File: src/iafmt_pkg.sv
// ----------------------------------------------------------------------------
// Integer to ASCII formatter package
// Shared types, codes and sizes for the formatter front end, queue and back end.
// ----------------------------------------------------------------------------
package iafmt_pkg;

  // Digit store: one 4-bit digit per slot, most significant digit in the top slot.
  localparam int DIGIT_SLOTS = 20;
  localparam int BUF_W       = DIGIT_SLOTS * 4;
  localparam int CNT_W       = $clog2(DIGIT_SLOTS + 1);

  // Decimal conversion of a 32-bit magnitude into ten BCD digits.
  localparam int BIN_W  = 32;
  localparam int BCD_W  = 40;
  localparam int STEP_W = $clog2(BIN_W);

  // Prefix text: up to five characters, first character in the top byte.
  localparam int PRE_W     = 40;
  localparam int PRE_CNT_W = 3;

  localparam int TOTAL_W     = 31;
  localparam int QUEUE_DEPTH = 2;

  // ASCII codes
  localparam logic [7:0] CH_ZERO    = 8'h30;
  localparam logic [7:0] CH_LOWER_A = 8'h61;
  localparam logic [7:0] CH_UPPER_A = 8'h41;
  localparam logic [7:0] CH_MINUS   = 8'h2D;
  localparam logic [7:0] CH_X       = 8'h78;
  localparam logic [7:0] CH_LPAREN  = 8'h28;
  localparam logic [7:0] CH_N       = 8'h6E;
  localparam logic [7:0] CH_I       = 8'h69;
  localparam logic [7:0] CH_L       = 8'h6C;
  localparam logic [7:0] CH_RPAREN  = 8'h29;

  typedef enum logic [2:0] {
    MODE_SDEC  = 3'd0,
    MODE_UDEC  = 3'd1,
    MODE_HEX_L = 3'd2,
    MODE_HEX_U = 3'd3,
    MODE_PTR   = 3'd4
  } mode_e;

  typedef enum logic [1:0] {
    DIG_NONE,
    DIG_DEC,
    DIG_HEX32,
    DIG_HEX64
  } dig_e;

  typedef enum logic [2:0] {
    ST_IDLE,
    ST_CONV,
    ST_SKIP,
    ST_PRE,
    ST_DIG
  } state_e;

  typedef struct packed {
    logic [2:0]  mode;
    logic [63:0] value;
  } in_word_t;

  typedef struct packed {
    logic [7:0]         character;
    logic               last;
    logic [TOTAL_W-1:0] total_count;
  } out_word_t;

  // Classified job handed from the front end to the back end.
  typedef struct packed {
    dig_e                 dig;
    logic                 upper;
    logic [63:0]          mag;
    logic [PRE_CNT_W-1:0] pre_len;
    logic [PRE_W-1:0]     pre_text;
  } cmd_t;

  // Queue status seen by the two ends.
  typedef struct packed {
    logic full;
    logic empty;
  } q_status_t;

endpackage

File: src/iafmt_front.sv
// ----------------------------------------------------------------------------
// Formatter front end
// Holds the null pointer style register, accepts input words, decodes the mode
// into a prefix text and a digit job, and pushes the job into the queue.
// ----------------------------------------------------------------------------
module iafmt_front (
  input  logic                clk_i,
  input  logic                rst_ni,
  input  logic                cfg_we_i,
  input  logic                cfg_wdata_i,
  input  logic                in_valid_i,
  output logic                in_stall_o,
  input  iafmt_pkg::in_word_t in_word_i,
  input  iafmt_pkg::q_status_t q_status_i,
  output logic                push_o,
  output iafmt_pkg::cmd_t     cmd_o
);

  logic        style_q;
  logic        style_d;
  logic        mode_ok;
  logic [31:0] low;
  logic [31:0] neg;

  assign style_d = cfg_we_i ? cfg_wdata_i : style_q;

  always_ff @(posedge clk_i or negedge rst_ni) begin
    if (!rst_ni) begin
      style_q <= 1'b0;
    end else begin
      style_q <= style_d;
    end
  end

  assign low = in_word_i.value[31:0];
  assign neg = ~low + 32'd1;

  always_comb begin
    cmd_o          = '0;
    cmd_o.dig      = iafmt_pkg::DIG_NONE;
    mode_ok        = 1'b1;
    unique case (in_word_i.mode)
      iafmt_pkg::MODE_SDEC: begin
        cmd_o.dig = iafmt_pkg::DIG_DEC;
        if (low[31]) begin
          cmd_o.mag      = {32'd0, neg};
          cmd_o.pre_len  = iafmt_pkg::PRE_CNT_W'(1);
          cmd_o.pre_text = {iafmt_pkg::CH_MINUS, 32'd0};
        end else begin
          cmd_o.mag = {32'd0, low};
        end
      end
      iafmt_pkg::MODE_UDEC: begin
        cmd_o.dig = iafmt_pkg::DIG_DEC;
        cmd_o.mag = {32'd0, low};
      end
      iafmt_pkg::MODE_HEX_L,
      iafmt_pkg::MODE_HEX_U: begin
        cmd_o.dig   = iafmt_pkg::DIG_HEX32;
        cmd_o.mag   = {32'd0, low};
        cmd_o.upper = (in_word_i.mode == iafmt_pkg::MODE_HEX_U);
      end
      iafmt_pkg::MODE_PTR: begin
        if (in_word_i.value == 64'd0) begin
          if (style_q) begin
            cmd_o.pre_len  = iafmt_pkg::PRE_CNT_W'(3);
            cmd_o.pre_text = {iafmt_pkg::CH_ZERO, iafmt_pkg::CH_X, iafmt_pkg::CH_ZERO,
                              16'd0};
          end else begin
            cmd_o.pre_len  = iafmt_pkg::PRE_CNT_W'(5);
            cmd_o.pre_text = {iafmt_pkg::CH_LPAREN, iafmt_pkg::CH_N, iafmt_pkg::CH_I,
                              iafmt_pkg::CH_L, iafmt_pkg::CH_RPAREN};
          end
        end else begin
          cmd_o.dig      = iafmt_pkg::DIG_HEX64;
          cmd_o.mag      = in_word_i.value;
          cmd_o.pre_len  = iafmt_pkg::PRE_CNT_W'(2);
          cmd_o.pre_text = {iafmt_pkg::CH_ZERO, iafmt_pkg::CH_X, 24'd0};
        end
      end
      default: begin
        // Unused modes print nothing and are simply consumed.
        mode_ok = 1'b0;
      end
    endcase
  end

  assign in_stall_o = q_status_i.full;
  assign push_o     = in_valid_i && !q_status_i.full && mode_ok;

endmodule

File: src/iafmt_queue.sv
// ----------------------------------------------------------------------------
// Formatter job queue
// Short first-in first-out buffer of decoded jobs between front and back end.
// ----------------------------------------------------------------------------
module iafmt_queue (
  input  logic                 clk_i,
  input  logic                 rst_ni,
  input  logic                 push_i,
  input  iafmt_pkg::cmd_t      push_cmd_i,
  input  logic                 pop_i,
  output iafmt_pkg::cmd_t      head_o,
  output iafmt_pkg::q_status_t status_o
);

  localparam int PTR_W = (iafmt_pkg::QUEUE_DEPTH > 1) ? $clog2(iafmt_pkg::QUEUE_DEPTH) : 1;
  localparam int QCNT_W = $clog2(iafmt_pkg::QUEUE_DEPTH + 1);

  iafmt_pkg::cmd_t mem_q [iafmt_pkg::QUEUE_DEPTH];
  logic [PTR_W-1:0]  wr_ptr_q, wr_ptr_d;
  logic [PTR_W-1:0]  rd_ptr_q, rd_ptr_d;
  logic [QCNT_W-1:0] count_q, count_d;
  logic              do_push;
  logic              do_pop;

  function automatic logic [PTR_W-1:0] ptr_next(input logic [PTR_W-1:0] p);
    logic [PTR_W-1:0] r;
    if (p == PTR_W'(iafmt_pkg::QUEUE_DEPTH - 1)) begin
      r = '0;
    end else begin
      r = p + PTR_W'(1);
    end
    return r;
  endfunction

  assign status_o.full  = (count_q == QCNT_W'(iafmt_pkg::QUEUE_DEPTH));
  assign status_o.empty = (count_q == '0);
  assign do_push        = push_i && !status_o.full;
  assign do_pop         = pop_i && !status_o.empty;
  assign head_o         = mem_q[rd_ptr_q];

  always_comb begin
    wr_ptr_d = do_push ? ptr_next(wr_ptr_q) : wr_ptr_q;
    rd_ptr_d = do_pop  ? ptr_next(rd_ptr_q) : rd_ptr_q;
    count_d  = count_q;
    if (do_push && !do_pop) begin
      count_d = count_q + QCNT_W'(1);
    end else if (do_pop && !do_push) begin
      count_d = count_q - QCNT_W'(1);
    end
  end

  always_ff @(posedge clk_i or negedge rst_ni) begin
    if (!rst_ni) begin
      wr_ptr_q <= '0;
      rd_ptr_q <= '0;
      count_q  <= '0;
    end else begin
      wr_ptr_q <= wr_ptr_d;
      rd_ptr_q <= rd_ptr_d;
      count_q  <= count_d;
    end
  end

  always_ff @(posedge clk_i) begin
    if (do_push) begin
      mem_q[wr_ptr_q] <= push_cmd_i;
    end
  end

endmodule

File: src/iafmt_back.sv
// ----------------------------------------------------------------------------
// Formatter back end
// Takes decoded jobs from the queue, converts decimal magnitudes to BCD by
// shift-and-add-three, drops leading zero digits and, unless stalled, emits one
// character per cycle via a registered output stage with saturating character total.
// ----------------------------------------------------------------------------
module iafmt_back (
  input  logic                 clk_i,
  input  logic                 rst_ni,
  input  iafmt_pkg::q_status_t q_status_i,
  input  iafmt_pkg::cmd_t      head_i,
  output logic                 pop_o,
  output logic                 out_valid_o,
  input  logic                 out_stall_i,
  output iafmt_pkg::out_word_t out_word_o
);

  iafmt_pkg::state_e               state_q, state_d;
  logic [iafmt_pkg::PRE_W-1:0]     pre_q, pre_d;
  logic [iafmt_pkg::PRE_CNT_W-1:0] pre_cnt_q, pre_cnt_d;
  logic                            upper_q, upper_d;
  logic [iafmt_pkg::BUF_W-1:0]     buf_q, buf_d;
  logic [iafmt_pkg::CNT_W-1:0]     nd_q, nd_d;
  logic [iafmt_pkg::BIN_W-1:0]     bin_q, bin_d;
  logic [iafmt_pkg::BCD_W-1:0]     bcd_q, bcd_d;
  logic [iafmt_pkg::STEP_W-1:0]    step_q, step_d;
  logic [iafmt_pkg::TOTAL_W-1:0]   total_q, total_d;
  iafmt_pkg::out_word_t            out_q, out_d;
  logic                            out_valid_q, out_valid_d;

  logic                            can_put;
  logic [3:0]                      top_dig;
  logic [7:0]                      dig_char;
  logic [iafmt_pkg::TOTAL_W-1:0]   total_inc;
  logic [iafmt_pkg::BCD_W-1:0]     bcd_adj;

  // Add three to every BCD digit of five or more before the next shift.
  function automatic logic [iafmt_pkg::BCD_W-1:0] bcd_add3(
    input logic [iafmt_pkg::BCD_W-1:0] v
  );
    logic [iafmt_pkg::BCD_W-1:0] r;
    r = v;
    for (int i = 0; i < iafmt_pkg::BCD_W / 4; i++) begin
      if (v[i*4 +: 4] >= 4'd5) begin
        r[i*4 +: 4] = v[i*4 +: 4] + 4'd3;
      end
    end
    return r;
  endfunction

  assign can_put   = !out_valid_q || !out_stall_i;
  assign top_dig   = buf_q[iafmt_pkg::BUF_W-1 -: 4];
  assign total_inc = (total_q == '1) ? total_q : total_q + iafmt_pkg::TOTAL_W'(1);
  assign bcd_adj   = bcd_add3(bcd_q);

  always_comb begin
    if (top_dig < 4'd10) begin
      dig_char = iafmt_pkg::CH_ZERO + {4'd0, top_dig};
    end else if (upper_q) begin
      dig_char = iafmt_pkg::CH_UPPER_A + {4'd0, top_dig} - 8'd10;
    end else begin
      dig_char = iafmt_pkg::CH_LOWER_A + {4'd0, top_dig} - 8'd10;
    end
  end

  always_comb begin
    state_d     = state_q;
    pre_d       = pre_q;
    pre_cnt_d   = pre_cnt_q;
    upper_d     = upper_q;
    buf_d       = buf_q;
    nd_d        = nd_q;
    bin_d       = bin_q;
    bcd_d       = bcd_q;
    step_d      = step_q;
    total_d     = total_q;
    out_d       = out_q;
    out_valid_d = out_valid_q && out_stall_i;
    pop_o       = 1'b0;

    unique case (state_q)
      iafmt_pkg::ST_IDLE: begin
        if (!q_status_i.empty) begin
          pop_o     = 1'b1;
          pre_d     = head_i.pre_text;
          pre_cnt_d = head_i.pre_len;
          upper_d   = head_i.upper;
          bin_d     = head_i.mag[iafmt_pkg::BIN_W-1:0];
          bcd_d     = '0;
          step_d    = '0;
          state_d   = iafmt_pkg::ST_SKIP;
          unique case (head_i.dig)
            iafmt_pkg::DIG_DEC: begin
              nd_d    = '0;
              state_d = iafmt_pkg::ST_CONV;
            end
            iafmt_pkg::DIG_HEX32: begin
              buf_d = {head_i.mag[31:0], {(iafmt_pkg::BUF_W - 32){1'b0}}};
              nd_d  = iafmt_pkg::CNT_W'(8);
            end
            iafmt_pkg::DIG_HEX64: begin
              buf_d = {head_i.mag, {(iafmt_pkg::BUF_W - 64){1'b0}}};
              nd_d  = iafmt_pkg::CNT_W'(16);
            end
            default: begin
              nd_d = '0;
            end
          endcase
        end
      end
      iafmt_pkg::ST_CONV: begin
        bcd_d  = {bcd_adj[iafmt_pkg::BCD_W-2:0], bin_q[iafmt_pkg::BIN_W-1]};
        bin_d  = {bin_q[iafmt_pkg::BIN_W-2:0], 1'b0};
        step_d = step_q + iafmt_pkg::STEP_W'(1);
        if (step_q == '1) begin
          buf_d   = {bcd_d, {(iafmt_pkg::BUF_W - iafmt_pkg::BCD_W){1'b0}}};
          nd_d    = iafmt_pkg::CNT_W'(10);
          state_d = iafmt_pkg::ST_SKIP;
        end
      end
      iafmt_pkg::ST_SKIP: begin
        // Drop one leading zero digit per cycle, keeping at least one digit.
        if (nd_q > iafmt_pkg::CNT_W'(1) && top_dig == 4'd0) begin
          buf_d = buf_q << 4;
          nd_d  = nd_q - iafmt_pkg::CNT_W'(1);
        end else if (pre_cnt_q != '0) begin
          state_d = iafmt_pkg::ST_PRE;
        end else begin
          state_d = iafmt_pkg::ST_DIG;
        end
      end
      iafmt_pkg::ST_PRE: begin
        if (can_put) begin
          out_valid_d       = 1'b1;
          out_d.character   = pre_q[iafmt_pkg::PRE_W-1 -: 8];
          out_d.last        = (pre_cnt_q == iafmt_pkg::PRE_CNT_W'(1)) && (nd_q == '0);
          out_d.total_count = total_inc;
          total_d           = total_inc;
          pre_d             = pre_q << 8;
          pre_cnt_d         = pre_cnt_q - iafmt_pkg::PRE_CNT_W'(1);
          if (pre_cnt_q == iafmt_pkg::PRE_CNT_W'(1)) begin
            state_d = (nd_q != '0) ? iafmt_pkg::ST_DIG : iafmt_pkg::ST_IDLE;
          end
        end
      end
      iafmt_pkg::ST_DIG: begin
        if (can_put) begin
          out_valid_d       = 1'b1;
          out_d.character   = dig_char;
          out_d.last        = (nd_q == iafmt_pkg::CNT_W'(1));
          out_d.total_count = total_inc;
          total_d           = total_inc;
          buf_d             = buf_q << 4;
          nd_d              = nd_q - iafmt_pkg::CNT_W'(1);
          if (nd_q == iafmt_pkg::CNT_W'(1)) begin
            state_d = iafmt_pkg::ST_IDLE;
          end
        end
      end
      default: begin
        state_d = iafmt_pkg::ST_IDLE;
      end
    endcase
  end

  always_ff @(posedge clk_i or negedge rst_ni) begin
    if (!rst_ni) begin
      state_q     <= iafmt_pkg::ST_IDLE;
      total_q     <= '0;
      out_valid_q <= 1'b0;
    end else begin
      state_q     <= state_d;
      total_q     <= total_d;
      out_valid_q <= out_valid_d;
    end
  end

  always_ff @(posedge clk_i) begin
    pre_q     <= pre_d;
    pre_cnt_q <= pre_cnt_d;
    upper_q   <= upper_d;
    buf_q     <= buf_d;
    nd_q      <= nd_d;
    bin_q     <= bin_d;
    bcd_q     <= bcd_d;
    step_q    <= step_d;
    out_q     <= out_d;
  end

  assign out_valid_o = out_valid_q;
  assign out_word_o  = out_q;

endmodule

File: src/integer_to_ascii_formatter_core.sv
// A decimal word passes through the queue pop, the 32 shift-and-add-three steps, the start
// and the output load, plus the dropping of up to 9 leading zeros, before its first character.
// The back end starts the next word only after the last character of the current one is
// loaded into the output stage; hex and pointer words skip the decimal conversion.
// Reset (rst_ni low, asynchronous) empties the queue, clears the output stage
// and the character total, and sets the null pointer style to "(nil)".
// ----------------------------------------------------------------------------
// Integer to ASCII formatter core
// Prints signed and unsigned decimal, hex and pointer values as ASCII text.
// ----------------------------------------------------------------------------
//
// Structure
//   The front end decodes each accepted word into a job: an optional prefix
//   text (a minus sign, "0x", or the whole text for a null pointer) and a digit
//   job (decimal, 32-bit hex or 64-bit hex). Words with an unused mode are
//   accepted and produce no output. Jobs wait in a two-entry queue, so the
//   front end keeps taking words until it fills while the back end is busy or stalled.
//
//   The back end is a small sequencer. Decimal magnitudes go through a
//   32-step shift-and-add-three converter into ten BCD digits; hex digits are
//   taken straight from the value. Leading zero digits are then dropped, one
//   per cycle, always keeping the last digit so that zero prints as "0".
//   The prefix and the digits leave, unless stalled, one character per cycle
//   through a registered output stage, refilled in the same cycle that the
//   receiver takes the current word. The total count on each output word
//   includes that character and saturates at its all-ones value.
//
//   The null pointer style register may only be written while no word is in
//   flight.
module integer_to_ascii_formatter_core (
  input  logic                 clk_i,
  input  logic                 rst_ni,
  input  logic                 cfg_we_i,
  input  logic                 cfg_wdata_i,
  input  logic                 in_valid_i,
  output logic                 in_stall_o,
  input  iafmt_pkg::in_word_t  in_word_i,
  output logic                 out_valid_o,
  input  logic                 out_stall_i,
  output iafmt_pkg::out_word_t out_word_o
);

  iafmt_pkg::q_status_t q_status;
  iafmt_pkg::cmd_t      push_cmd;
  iafmt_pkg::cmd_t      head_cmd;
  logic                 push;
  logic                 pop;

  iafmt_front u_front (
    .clk_i      (clk_i),
    .rst_ni     (rst_ni),
    .cfg_we_i   (cfg_we_i),
    .cfg_wdata_i(cfg_wdata_i),
    .in_valid_i (in_valid_i),
    .in_stall_o (in_stall_o),
    .in_word_i  (in_word_i),
    .q_status_i (q_status),
    .push_o     (push),
    .cmd_o      (push_cmd)
  );

  iafmt_queue u_queue (
    .clk_i     (clk_i),
    .rst_ni    (rst_ni),
    .push_i    (push),
    .push_cmd_i(push_cmd),
    .pop_i     (pop),
    .head_o    (head_cmd),
    .status_o  (q_status)
  );

  iafmt_back u_back (
    .clk_i      (clk_i),
    .rst_ni     (rst_ni),
    .q_status_i (q_status),
    .head_i     (head_cmd),
    .pop_o      (pop),
    .out_valid_o(out_valid_o),
    .out_stall_i(out_stall_i),
    .out_word_o (out_word_o)
  );

endmodule

File: config.mk
export PLATFORM = sky130hd
export DESIGN_NAME = integer_to_ascii_formatter_core
export DESIGN_NICKNAME = d
export VERILOG_FILES = /design/src/iafmt_pkg.sv /design/src/iafmt_front.sv /design/src/iafmt_queue.sv /design/src/iafmt_back.sv /design/src/integer_to_ascii_formatter_core.sv
export SDC_FILE = /design/constraint.sdc
export NUM_CORES = 1
export LEC_CHECK = 0
export ABC_AREA = 1
export BUFFER_PORTS_ARGS = -buffer_cell sky130_fd_sc_hd__buf_2
export CORE_MARGIN = 2
export CORE_UTILIZATION = 30
export CTS_CLUSTER_DIAMETER = 40
export DETAILED_ROUTE_END_ITERATION = 6
export PLACE_DENSITY_LB_ADDON = 0.05
export RECOVER_POWER = 25
export REMOVE_ABC_BUFFERS = 1
export SKIP_CTS_REPAIR_TIMING = 1
export SLEW_MARGIN = 5
export SYNTH_ARGS = -nofsm -noshare
export SYNTH_HDL_FRONTEND = slang
export SYNTH_SLANG_ARGS = --single-unit
File: constraint.sdc
create_clock -name clk_i -period 13.9 [get_ports clk_i]
set_input_delay 1.39 -clock clk_i [delete_from_list [all_inputs] [get_ports clk_i]]
set_output_delay 1.39 -clock clk_i [all_outputs]
set_load 0.05 [all_outputs]
* Yosys cells after proc, flatten, opt, wreduce, memory -nomap -nowiden
Memory sizes are Yosys's and may differ from the RTL's.
Index checks and enable logic that the tools add are counted.
** Word-level totals
- Output and inout port bits :: 42
- Word-level logic and storage cells :: 196
- Memories :: 1
- Bits in registers :: 286
- Input port bits :: 73
- RAM bits :: 220
** Cells by class
- Bitwise gates (word level) :: 2
- Muxes and demuxes :: 72
- Eq/ne operators :: 25
- Magnitude comparators :: 12
- Add/subtract/negate cells :: 24
- Reduce and logical (&&, ||, !) cells :: 42
** Memory list
- u_queue.mem_q :: words 2, width 110, rd ports 1, clocked after memory_dff 0, wr ports 1, line iafmt_queue.sv:18 : iafmt_pkg::cmd_t mem_q [iafmt_pkg::QUEUE_DEPTH];
** Operators with widths (number)
- 80-bit 2-to-1 mux :: 4
- 80-bit case mux with 4 select lines :: 1
- 40-bit case mux with 2 select lines :: 3
- 40-bit 2-to-1 mux :: 5
- 64-bit case mux with 3 select lines :: 1
- 80-bit case mux with 2 select lines :: 1
- 43-bit 2-to-1 mux :: 2
- 43-bit case mux with 2 select lines :: 1
- 64-bit zero test :: 1
- 32-bit 2-to-1 mux :: 2
- 64-bit 2-to-1 mux :: 1
- 32-bit case mux with 2 select lines :: 1
- 41-bit 2-to-1 mux :: 1
- 4-bit by 3-bit >= comparator with 1-bit output, second input constant :: 10
- 4-bit by 2-bit adder with 4-bit output, second input constant :: 9
- 3-bit 2-to-1 mux :: 12
- 4-bit 2-to-1 mux :: 9
- 32-bit by 1-bit adder with 32-bit output, second input constant :: 1
- 32-bit inverter :: 1
- 31-bit by 1-bit adder with 31-bit output, second input constant :: 1
- 31-bit equality test, second input constant :: 1
- 31-bit 2-to-1 mux :: 1
- 5-bit 2-to-1 mux :: 5
- 5-bit case mux with 2 select lines :: 2
- 49 further kinds :: 101

* Longest topological paths before layout
- Depth after elaboration :: 9
- Mapped depth :: 11
- Depth with buffers taken out :: 11

* Cells and area by module
A second synthesis with hierarchy kept.
** Second synthesis, totals
- Cells, all modules :: 2532
- Area, all modules :: 23925.4 um^2
** By module, submodules not included
- iafmt_back :: cells each 1451, seq. area each 7782.5 um^2, times used 1, area an instance 13340.3 um^2
- iafmt_queue :: cells each 606, seq. area each 6706.4 um^2, times used 1, area an instance 8211.6 um^2
- iafmt_front :: cells each 475, seq. area each 25.0 um^2, times used 1, area an instance 2373.5 um^2

* Worst setup path after synthesis
No wires, ideal clock.
- Kind :: input-to-reg
- From :: input port in_word_i[65] (netlist name)
- To :: memory u_queue.mem_q[1][100] (netlist name) (enable)
- Path slack :: 8308 ps
- Arrival :: 5080 ps
- Path buffers :: 0
- Data required time :: 13388 ps
- Stages :: 5
- Setup time :: 512 ps
- Path through :: nor2_1 > nor2_1 > nor3_1 > inv_1 > nor2_1
** On the way
- Cells in the longest elaborated chain, start to end :: 7
- Elaborated cells between the ends (all ways) :: 11
- Classes of those cells :: eq/ne: 4; mux: 3; reduce/logical: 4
** Ends and longest elaborated chain
- from (decl) :: line integer_to_ascii_formatter_core.sv:37 : input iafmt_pkg::in_word_t in_word_i,
- 3-bit by 1-bit equality test with 1-bit output, or another cell as far along :: line iafmt_front.sv:42 : unique case (in_word_i.mode)
- 5-bit OR reduction (no line) *
- 1-bit 2-to-1 mux * :: line iafmt_front.sv:42
- 1-bit logical AND * :: line iafmt_front.sv:89 : assign push_o = in_valid_i && !q_status_i.full && mode_ok;
- 1-bit logical AND * :: line iafmt_queue.sv:37 : assign do_push = push_i && !status_o.full;
- via u_queue.do_push :: line iafmt_queue.sv:22 : logic do_push;
- 1-bit 2-to-1 mux * :: line iafmt_queue.sv:65 : if (do_push) begin
- 1-bit 2-to-1 mux (not written as such) * :: line iafmt_queue.sv:66 : mem_q[wr_ptr_q] <= push_cmd_i;
- to (decl) :: line iafmt_queue.sv:18
The timed path passes the listed nets; every way through them passes the cells marked *.

* Worst setup path after layout
- From :: register u_back.state_q[2]
- To :: register u_back.bin_q[7] (netlist name) (enable)
** On the way
- Cells in the longest elaborated chain, start to end :: 3
- Elaborated cells between the ends (all ways) :: 5
- Classes of those cells :: eq/ne: 2; reduce/logical: 3
** Ends and longest elaborated chain
- from (decl) :: line iafmt_back.sv:18 : iafmt_pkg::state_e state_q, state_d;
- from (signal assigned) :: line iafmt_back.sv:168 : state_q <= iafmt_pkg::ST_IDLE;
- from (signal assigned) :: line iafmt_back.sv:172 : state_q <= state_d;
- 3-bit zero test / 3-bit by 1-bit equality test with 1-bit output (equally long branches) :: line iafmt_back.sv:81 : unique case (state_q)
- 2-bit != test (no line) / 2-bit nonzero test (equally long branches)
- 2-bit AND reduction (no line) *
- to (signal assigned) :: line iafmt_back.sv:184 : bin_q <= bin_d;
- to (decl) :: line iafmt_back.sv:24 : logic [iafmt_pkg::BIN_W-1:0] bin_q, bin_d;
Every way passes the cells marked *; elsewhere a longest branch is shown, timed or not.
A chain may end at the register's enable or synchronous reset.

==> run_results.csv <==
group,metric,value,unit
critical_path,ff2ff_setup_slack,7.90,ns
logic_synthesis,yosys.area.top_type_share,0.542,
power,vdd.ir_drop.worst,0.135,mV
placement,portBuffers,113,
layout,fin_nets,2344,
critical_path,crit_type,"reg2reg",
timing,timing.setup.tns,0,ns
timing,fin_skew,0.0252,ns
clock_network,htree_levels,3,
layout,syn_to_final_growth,20.1,%
job,timing.max_cap.violations,7,
layout,nFillCells,6730,
clock_network,cts_tree,"built",
global_routing,gr-total-overflow,0,
power,p_leak,9.71,nW
logic_synthesis,synth_fa_ha_area_frac,0.0208,
global_routing,grt.busiest_layer,"met2",
logic_synthesis,synth_compound_area_frac,0.0872,
global_routing,met1_usage,0.208,
timing,fmax,0.167,GHz
logic_synthesis,yosys-top-cells-count,"nand2_1 (524), edfxtp_1 (359), nor2_1 (241), inv_1 (230), nand3_1 (140)",
logic_synthesis,post-synth-top-count-cell,"nand2_1",
timing,holdWs,0.483,ns
routing,wl,56200,microns
critical_path,cp-startpoint,"u_back.state_q[2]$_DFFE_PN0P_",
power,power_density,242,nW/um^2
logic_synthesis,syn_inst,2098,
logic_synthesis,synth_edf_count,359,
placement,place_area,21300,sq um
routing,drt_iter0_drc,815,
clock_network,cts_root_buffer,"clkbuf_16",
logic_synthesis,yosysTopAreaCell,"edfxtp_1",
critical_path,required,14.11,ns
timing,drv_slew,390,
logic_synthesis,avgSynthCellArea,9.48,sq um
logic_synthesis,syn_area,19900,sq um
clock_network,path_clk_slew,0.05,ns
timing,rsz0062_at_grt,"no",
outcome,outcome,"complete, but fails checks",
logic_synthesis,synthMuxAreaShare,0.00101,
clock_network,cts_sinks,399,
critical_path,worst_setup_path_start_kind,"flop",
worst_hold_path,hp-class,"reg2reg",
global_routing,met3_usage,0.0271,
critical_path,crit_arrival,6.21,ns
floorplanning,fp.dieW,261,microns
logic_synthesis,synth_xor_xnor_area_share,0.0101,
routing,routedWlPerCell,17.7,microns
routing,vias,14600,
floorplanning,fp.dieArea,68300,sq um
placement,gp_congestion,0.842,
global_routing,grtUsageTotal,0.166,
floorplanning,die_h,261,microns
global_routing,grt_pass1_vias,14700,
critical_path,r2r_start,"u_back.state_q[2]$_DFFE_PN0P_",
critical_path,crit_end,"u_back.bin_q[7]$_DFFE_PP_",
floorplanning,io_pins,115,
logic_synthesis,ys_seq_area_frac,0.593,
global_routing,use_met2,0.287,
routing,ant_nets,0,
worst_hold_path,hold_start,"u_back.total_q[30]$_DFFE_PN0P_",
critical_path,crit_fanout,66,
power,seq_power_share,0.369,
timing,slew_headroom,-1.53,
power,power,0.00577,W
routing,dr.pass1.iters,5,
placement,post-dp-hpwl,38200,microns
timing,layout_min_cycle_time,6.00,ns
critical_path,reg2regPathDepth,6,
logic_synthesis,synth_flop_cell,"edfxtp_1",
logic_synthesis,async_flop_share,0.100,
logic_synthesis,synth_top_family_by_area,"simple AND/OR/NAND/NOR gates",
global_routing,grt_first_pass_wirelength,86200,microns
outcome,violations,"max-capacitance violations, max-slew violations",
timing,finalSetupViolCount,0,
timing,tightestPinTransition,3.79,ns
global_routing,grt_max_degree,79,
clock_network,clk_latency,0.61,ns
power,clockPowerShare,0.331,
layout,drive_above_1_share,0.140,
logic_synthesis,synth.distinct_cells,45,
layout,fin_area,23900,sq um
clock_network,clk_path_buf_depth,3,
floorplanning,rows,94,
logic_synthesis,synth-simple-area-share,0.224,
logic_synthesis,ys.warnings.count,0,
power,p_int,0.00363,W
timing,finalCritPeriodShare,0.432,
critical_path,endpoint_kind,"flop",
routing,viasPerCell,4.60,
clock_network,cts_buffers,80,
floorplanning,core,65600,sq um
logic_synthesis,yosys-top-cells-area,"edfxtp_1 (54%), nand2_1 (9.9%), dfrtp_1 (5.0%), nor2_1 (4.6%), inv_1 (4.3%)",
routing,drcViolationCount,0,
timing,hold_viol,0,
power,p_comb_frac,0.300,
layout,fin_util,0.364,
power,switchingPower,0.00214,W
global_routing,antenna_found_initial,0,
critical_path,worst_r2r_endpoint,"u_back.bin_q[7]$_DFFE_PP_",
power,switching_share,0.370,
floorplanning,initial_utilization,0.303,
logic_synthesis,synth-seq-cells,399,
[state kept, by name, summed over array words and instances (netlist names)]
signal,count
u_back.out_word_o,39
u_back.total_q,31
u_back.out_valid_o,1
u_back.state_q,3
u_back.bin_q,32
u_back.pre_cnt_q,3
u_back.pre_q,18
u_queue.rd_ptr_q,1
u_back.step_q,5
u_back.bcd_q,40
u_back.upper_q,1
u_queue.wr_ptr_q,1
u_queue.mem_q,152
u_queue.count_q,2
u_back.nd_q,5
u_front.style_q,1
u_back.buf_q,64
[worst max-delay path, cell delays in order (launching register included)]
cell and delay (ns):
dfrtp_1 0.42, nor3_1 0.30, clkbuf_1 1.18, clkbuf_1 2.03, o21ai_0 0.45, clkinv_2 0.32
buf_4 0.78
[worst min-delay path by stage]
| stage | to | cells past startpoint | slack, ns |
|---|---|---|---|
| after floorplan | u_back.total_q[30]$_DFFE_PN0P_ | 2 | 0.44 |
| after global placement | u_back.total_q[30]$_DFFE_PN0P_ | 2 | 0.47 |
| after detailed placement | u_back.total_q[30]$_DFFE_PN0P_ | 2 | 0.47 |
| after CTS | u_back.total_q[30]$_DFFE_PN0P_ | 2 | 0.48 |
| after global routing | u_back.total_q[30]$_DFFE_PN0P_ | 2 | 0.53 |
| final | u_back.total_q[30]$_DFFE_PN0P_ | 2 | 0.48 |
[cells by family after synthesis]
kind of cell,Yosys count
flops,399
xor+xnor,23
buf+inv,315
simple gates,1022
other cells,1
mux,2
compound gates,303
fa+ha+maj,33
[metrics by stage]
stage | worst slack, ns | instances
final | 7.90 | 3170
after global routing | 7.30 | 3169
after CTS | 10.19 | 3169
after detailed placement | 9.76 | 3020
after global placement | 9.78 | 3020
after floorplan | 7.82 | 2023
[cell usage in the layout (no fill, tap or decap), drive strengths merged, types with 19 or more instances in the layout]
master / Yosys / routed
buf: 55 / 121
nand3b: 25 / 25
clkbuf: 20 / 101
or2: 40 / 40
ha: 33 / 33
clkinv: 0 / 31
nor2: 254 / 254
edfxtp: 359 / 359
nand2: 533 / 533
o211ai: 35 / 35
a21oi: 60 / 60
nand3: 150 / 150
dfrtp: 40 / 40
xor2: 19 / 19
o21ai: 160 / 160
inv: 240 / 249
[power by group through the flow]
stage | Clock (W) | Combinational, W | Sequential (W)
6_report | 0.00191 | 0.00173 | 0.00213
5_1_grt | 0.00202 | 0.00197 | 0.00218
4_1_cts | 0.00196 | 0.00179 | 0.00213
3_5_place_dp | 0 | 0.00179 | 0.00215
3_3_place_gp | 0 | 0.00177 | 0.00215
2_1_floorplan | 0 | 0.00105 | 0.00223
[layout make-up]
type	instances	area, sq um	area share
well taps	864	1080	0.0453
multi-input cells	1384	6710	0.281
inverters	240	902	0.0378
clock inverters	60	684	0.0287
clock buffers	89	2040	0.0853
diodes	1	2.50	0.000105
repair buffers	133	678	0.0284
flip-flops and latches	399	11800	0.493
[routing by layer]
layer  vias up  part of all wire  routed length, microns
met5         -                 0                       0
met4         0             0.024                    1370
met3        73             0.034                    1930
met2       239              0.49                   27700
met1      6936              0.45                   25200
li1       7328                 -                       -
Power figures use the tool's default switching activity.
